File: config.mk
export PLATFORM = sky130hd
export DESIGN_NAME = ialloc_ctrl
export DESIGN_NICKNAME = d
export VERILOG_FILES = /design/src/ialloc_pkg.sv /design/src/ialloc_ram.sv /design/src/ialloc_ctrl.sv
export SDC_FILE = /design/constraint.sdc
export NUM_CORES = 2
export LEC_CHECK = 0
export CAP_MARGIN = 20
export CORE_ASPECT_RATIO = 0.7
export CORE_MARGIN = 2
export CORE_UTILIZATION = 30
export CTS_BUF_LIST = sky130_fd_sc_hd__clkbuf_4 sky130_fd_sc_hd__clkbuf_8 sky130_fd_sc_hd__clkbuf_16
export DETAILED_ROUTE_END_ITERATION = 6
export DONT_BUFFER_PORTS = 1
export PLACE_DENSITY_LB_ADDON = 0.1
export SLEW_MARGIN = 20
export SYNTH_ARGS = -nofsm -noshare
export SYNTH_HDL_FRONTEND = slang
export SYNTH_MEMORY_MAX_BITS = 65536
export SYNTH_SLANG_ARGS = --single-unit
File: constraint.sdc
create_clock -name aclk -period 8.07 [get_ports aclk]
set_clock_uncertainty 0.2 [all_clocks]
set_input_delay 0.4035 -clock aclk [delete_from_list [all_inputs] [get_ports aclk]]
set_output_delay 0.4035 -clock aclk [all_outputs]
set_load 0.05 [all_outputs]
File: src/ialloc_pkg.sv
// Package for the slot index allocator: pool sizing, field widths,
// operation and status codes, and the result record passed to the top level.
// No dependencies.
package ialloc_pkg;

    // Pool of slot indices handed out by the allocator.
    localparam int POOL_SIZE = 512;

    // Widths of the item fields, fixed by the channel definition.
    localparam int SLOT_W   = 9;
    localparam int STATUS_W = 2;

    // Widths of the queue pointers, the fill count and the bump counter.
    localparam int ADDR_W = (POOL_SIZE > 1) ? $clog2(POOL_SIZE) : 1;
    localparam int CNT_W  = $clog2(POOL_SIZE + 1);

    // Operation codes carried by the input item.
    localparam logic OP_ALLOCATE = 1'b0;
    localparam logic OP_FREE     = 1'b1;

    // Status codes carried by the result item.
    localparam logic [STATUS_W-1:0] ST_OK         = 2'd0;
    localparam logic [STATUS_W-1:0] ST_EXHAUSTED  = 2'd1;
    localparam logic [STATUS_W-1:0] ST_QUEUE_FULL = 2'd2;

    // One finished result item.
    typedef struct packed {
        logic [SLOT_W-1:0]   granted_index;
        logic [STATUS_W-1:0] status;
        logic                can_allocate;
    } res_t;

endpackage

File: src/ialloc_ram.sv
// Simple dual-port synchronous RAM holding the free queue entries.
// One write port and one read port with registered read data. No dependencies.
module ialloc_ram #(
    parameter int DATA_W = 9,
    parameter int DEPTH  = 512,
    parameter int ADDR_W = (DEPTH > 1) ? $clog2(DEPTH) : 1
) (
    input  logic              aclk,
    input  logic              wr_en,
    input  logic [ADDR_W-1:0] wr_addr,
    input  logic [DATA_W-1:0] wr_data,
    input  logic              rd_en,
    input  logic [ADDR_W-1:0] rd_addr,
    output logic [DATA_W-1:0] rd_data
);

    logic [DATA_W-1:0] mem [DEPTH];
    logic [DATA_W-1:0] rd_data_reg;

    // Write port.
    always_ff @(posedge aclk) begin
        if (wr_en) begin
            mem[wr_addr] <= wr_data;
        end
    end

    // Read port with registered read data.
    always_ff @(posedge aclk) begin
        if (rd_en) begin
            rd_data_reg <= mem[rd_addr];
        end
    end

    assign rd_data = rd_data_reg;

endmodule

File: src/ialloc_ctrl.sv
// Allocator control: queue pointers, fill count, bump counter and the
// sequencer that pops and pushes the free queue RAM. Depends on ialloc_pkg
// and ialloc_ram.
module ialloc_ctrl (
    input  logic                     aclk,
    input  logic                     aresetn,
    input  logic                     s_valid,
    output logic                     s_ready,
    input  logic                     s_operation,
    input  logic [ialloc_pkg::SLOT_W-1:0] s_slot_index,
    output logic                     res_valid,
    input  logic                     res_ready,
    output ialloc_pkg::res_t         res
);
    import ialloc_pkg::*;

    // Sequencer states.
    localparam logic [1:0] S_IDLE = 2'd0;
    localparam logic [1:0] S_READ = 2'd1;
    localparam logic [1:0] S_HOLD = 2'd2;

    logic [1:0]        state_reg, state_next;
    logic [ADDR_W-1:0] head_reg, head_next;
    logic [ADDR_W-1:0] tail_reg, tail_next;
    logic [CNT_W-1:0]  count_reg, count_next;
    logic [CNT_W-1:0]  fresh_reg, fresh_next;
    res_t              res_reg, res_next;

    logic              accept;
    logic              in_range;
    logic              ram_wr_en;
    logic              ram_rd_en;
    logic [SLOT_W-1:0] ram_rd_data;

    // Free queue storage.
    ialloc_ram #(
        .DATA_W (SLOT_W),
        .DEPTH  (POOL_SIZE),
        .ADDR_W (ADDR_W)
    ) u_ram (
        .aclk    (aclk),
        .wr_en   (ram_wr_en),
        .wr_addr (tail_reg),
        .wr_data (s_slot_index),
        .rd_en   (ram_rd_en),
        .rd_addr (head_reg),
        .rd_data (ram_rd_data)
    );

    assign s_ready  = (state_reg == S_IDLE);
    assign accept   = s_valid && s_ready;
    assign in_range = (32'(s_slot_index) < 32'(POOL_SIZE));

    // Next-state logic: an item is decided in the accept cycle; a reuse of a
    // queued index waits in S_READ for the RAM read data.
    always_comb begin
        state_next = state_reg;
        head_next  = head_reg;
        tail_next  = tail_reg;
        count_next = count_reg;
        fresh_next = fresh_reg;
        res_next   = res_reg;
        ram_wr_en  = 1'b0;
        ram_rd_en  = 1'b0;

        unique case (state_reg)
            S_IDLE: begin
                if (accept) begin
                    res_next.granted_index = '0;
                    res_next.status        = ST_OK;
                    state_next             = S_HOLD;
                    if (s_operation == OP_ALLOCATE) begin
                        if (count_reg != '0) begin
                            // Reuse the oldest freed index.
                            ram_rd_en  = 1'b1;
                            head_next  = (32'(head_reg) == POOL_SIZE - 1) ?
                                         '0 : head_reg + 1'b1;
                            count_next = count_reg - 1'b1;
                            state_next = S_READ;
                        end else if (32'(fresh_reg) < 32'(POOL_SIZE)) begin
                            // Hand out a never-used index.
                            res_next.granted_index = SLOT_W'(fresh_reg);
                            fresh_next             = fresh_reg + 1'b1;
                        end else begin
                            res_next.status = ST_EXHAUSTED;
                        end
                    end else if (in_range) begin
                        if (32'(count_reg) >= 32'(POOL_SIZE)) begin
                            res_next.status = ST_QUEUE_FULL;
                        end else begin
                            // Push the returned index at the tail.
                            ram_wr_en  = 1'b1;
                            tail_next  = (32'(tail_reg) == POOL_SIZE - 1) ?
                                         '0 : tail_reg + 1'b1;
                            count_next = count_reg + 1'b1;
                        end
                    end
                    res_next.can_allocate = (32'(fresh_next) < 32'(POOL_SIZE)) ||
                                            (count_next != '0);
                end
            end
            S_READ: begin
                res_next.granted_index = ram_rd_data;
                state_next             = S_HOLD;
            end
            S_HOLD: begin
                if (res_ready) begin
                    state_next = S_IDLE;
                end
            end
            default: begin
                state_next = S_IDLE;
            end
        endcase
    end

    // Control state.
    always_ff @(posedge aclk) begin
        if (!aresetn) begin
            state_reg <= S_IDLE;
            head_reg  <= '0;
            tail_reg  <= '0;
            count_reg <= '0;
            fresh_reg <= '0;
        end else begin
            state_reg <= state_next;
            head_reg  <= head_next;
            tail_reg  <= tail_next;
            count_reg <= count_next;
            fresh_reg <= fresh_next;
        end
    end

    // Result payload needs no reset.
    always_ff @(posedge aclk) begin
        res_reg <= res_next;
    end

    assign res_valid = (state_reg == S_HOLD);
    assign res       = res_reg;

endmodule

==> run summary <==
result of the run = finished clean
global-route usage over all layers = 20.51%
Post-DRT Antenna Nets = 0
CP top delay family = buffers and inverters
Seq cells post-synth = 4669
worst-margin pin slew = 1.347 ns
Clock Latency Late Sink = 1.05 ns
IO Pins = 28
Sequential Power Share = 49.4%
Peak VDD IR = 0.1931 mV
DIE HEIGHT = 655.4 um
P_leak = 0.06161 uW
Final Hold Fails = 0
register area share after synthesis = 76.88%
Post-Syn Area per Cell = 20.85 um^2
largest cells by area after synthesis = edfxtp_1, mux4_2, mux2i_1
Synth cell types = 87
max incr delay on CP = 0.71 ns
Clock Path Buffers = 4
H-tree levels = 5
GPL Wtd Cong = 0.8020
FF-to-FF setup slack = 2.52 ns
width of the die = 934.6 um
root buffer cell = clkbuf_16
Buffers on Ports = 0
FFs w/ async S/R, synth = 0%
final std cells w/o fill = 17.43k
CP Cell Sequence = buf_16, buf_4, nand3b_1, buf_4, buf_4, o22ai_1, o41ai_2, o21ai_0, nor4_1, a41oi_1
worst hold slack = 0.1422 ns
Initial DRT Pass Iterations = 6
final max-slew violation count = 0
Cells on Worst Hold Path = 2
critical path class = reg -> reg
f_max = 0.1802 GHz
Crit Path Max Fanout = 29
internal power = 41610 uW
first-pass GRT wire length = 865100 um
DR vias = 93.70k
cell accounting for the most synthesized area = edfxtp_1
Gate Count Post-Synth = 8723
Synth Flop Type = edfxtp_1
final setup vio count = 0
RSZ-0062 raised after global routing = false
Initial Utilization = 30.08%
share of cells above drive strength 1 = 23.07%
grt total ovfl = 0
Slew headroom = 10.17%
critical path depth = 10
Reg2Reg Launch Point = head_reg[0]
final net count = 8982
Final HPWL DP = 388400 um
clock group share of total power = 41.3%
CP Launch Type = register
cell mode on critical path = buf_4
WHS Endpoint = u_ram.mem[502][3]
Largest register FFs = 4608
CTS tree = done
share of the synthesized area in the top cell type = 76.44%
vias in the first global route = 92.43k
Slowest cell on crit path = dfxtp_4
Comb power frac = 9.4%
die area = 0.6125 mm^2
HP Start = s_slot_index[3]
pin count of the biggest net entering global routing = 417
DR DRC count = 0
drt total wl = 645600 um
EDFF count, synth = 4629
CP required = 8.62 ns
vias per std cell = 5.374
CTS Sinks = 4669
Crit. End Element = register
Tmin final = 5.548 ns
placed insts = 16.54k
setup_tns = 0 ns
core area = 0.6047 mm^2
initial antenna violation count = 77
area grow syn2layout = 14.58%
maxcap violations = 0
num rows = 239
Synth Net Count = 8747
CTS clk-pin slew, worst paths = 0.07 ns
switching pwr = 12730 uW
r2r endpoint = u_ram.rd_data[3]
total CTS buffers = 459
Post-Syn Area = 0.1819 mm^2
Bufs and invs on worst path = 4
Setup Fix Bufs, Post-CTS = 0
Worst EP arrival = 6.10 ns
synthesis warning total = 0
Reg area = 0.1398 mm^2
Hold Path Class = in -> reg
Net Sw Frac = 23.42%
DR iter-0 viols = 12.19k
r2r worst-path depth = 10
PD cells = 260.8 mW/mm^2
area of the multi-input gates = 0.03920 mm^2
mean routed wirelength per cell = 37.03 um
layout filler cell count = 56.21k
final period utilization = 68.75%
==> synthesized netlist by cell type (12+ instances only) <==
| cell type | number |
|---|---|
| buf_1 | 30 |
| a22o_1 | 42 |
| a22oi_1 | 122 |
| buf_8 | 26 |
| a221oi_1 | 66 |
| buf_2 | 146 |
| mux2_2 | 33 |
| buf_4 | 52 |
| clkbuf_1 | 227 |
| nand2_1 | 219 |
| nor2b_1 | 26 |
| nand4_1 | 29 |
| a211oi_1 | 61 |
| mux2i_1 | 451 |
| a21oi_1 | 154 |
| a221o_1 | 15 |
| o21ai_0 | 84 |
| nor2_1 | 612 |
| nand3_1 | 76 |
| o22ai_1 | 89 |
| o211ai_1 | 18 |
| o221ai_1 | 57 |
| xor2_1 | 16 |
| inv_1 | 12 |
| mux4_1 | 30 |
| xnor2_1 | 15 |
| mux4_2 | 965 |
| nor3_1 | 56 |
| a31oi_1 | 33 |
| dfxtp_1 | 40 |
| buf_6 | 58 |
| edfxtp_1 | 4629 |
| and3_1 | 19 |
==> power by group through the flow <==
stage / clock network, uW / registers, uW / logic, uW
detailed placement: 0 / 27300 / 5010
floorplan: 0 / 27300 / 3360
global placement: 0 / 27400 / 4790
CTS: 22800 / 26800 / 5180
finish: 22400 / 26800 / 5090
global route: 23700 / 26800 / 5370
==> cell usage in the layout, fill, tap and decap left out, drive strengths merged, types with 40 or more instances in the layout <==
| master | netlist | routed |
|---|---|---|
| a211oi | 63 | 63 |
| clkinv | 2 | 193 |
| bufinv | 0 | 57 |
| a221oi | 67 | 67 |
| nand3 | 77 | 77 |
| mux2i | 451 | 451 |
| edfxtp | 4629 | 4629 |
| nor3 | 56 | 56 |
| a22oi | 122 | 122 |
| a22o | 42 | 42 |
| o21ai | 88 | 88 |
| buf | 320 | 305 |
| dfxtp | 40 | 40 |
| nand2 | 219 | 219 |
| o22ai | 89 | 89 |
| a21oi | 154 | 154 |
| mux4 | 995 | 995 |
| clkbuf | 228 | 567 |
| o221ai | 57 | 57 |
| nor2 | 612 | 612 |
==> worst max-delay path by stage <==
stage / start / end / slack, ns
floorplan: state_reg[1] / u_ram.mem[128][0] / 4.20
global placement: head_reg[0] / u_ram.rd_data[3] / 0.71
detailed placement: head_reg[0] / u_ram.rd_data[3] / 2.00
CTS: head_reg[0] / u_ram.rd_data[3] / 1.97
global route: head_reg[0] / u_ram.rd_data[3] / 2.45
finish: head_reg[0] / u_ram.rd_data[3] / 2.52
==> area by class of cell <==
type                            count  share of cell area [%]
Sequential cell                  4669                   67.11
Multi-Input combinational cell   3490                   18.81
Clock buffer                      567                   6.040
Tap cell                         8073                   4.848
Timing Repair Buffer              322                   1.763
Clock inverter                    273                   1.360
Inverter                           16                 0.03723
Antenna cell                       24                 0.02882
==> what timing repair did <==
action	4_1_cts	5_1_grt
hold endpoints to repair	2444	217
hold buffers	22	2
resized for setup	0	0
==> cell families after synthesis <==
kind of cell             after synthesis  synth area share (%)
flip-flops                          4669                 76.88
AND/OR/NAND/NOR                     1125                 2.695
multiplexers                        1479                 15.07
buffers and inverters                564                 1.845
adder cells (fa/ha/maj)               10               0.06880
XOR/XNOR                              31                0.1493
AO/OA/AOI/OAI                        845                 3.293
==> metal layers <==
metal	GRT usage [%]	vias up	routed length, um
met5	0	-	55
met3	3.034	669	41520
met2	30.78	3719	284400
met4	3.976	8	12810
li1	-	36990	-
met1	31.76	52310	306800
==> through the flow <==
step	utilization (%)	area (um^2)	worst slack, ns	power, uW
after CTS	34.40	208000	1.970	54840
after global placement	31.70	191700	0.7077	32160
after floorplan	-	181900	4.196	30620
final	34.46	208400	2.522	54340
after detailed placement	31.79	192200	1.998	32350
after global routing	34.45	208300	2.451	55900
No activity file was read; power rests on OpenSTA's default activity.
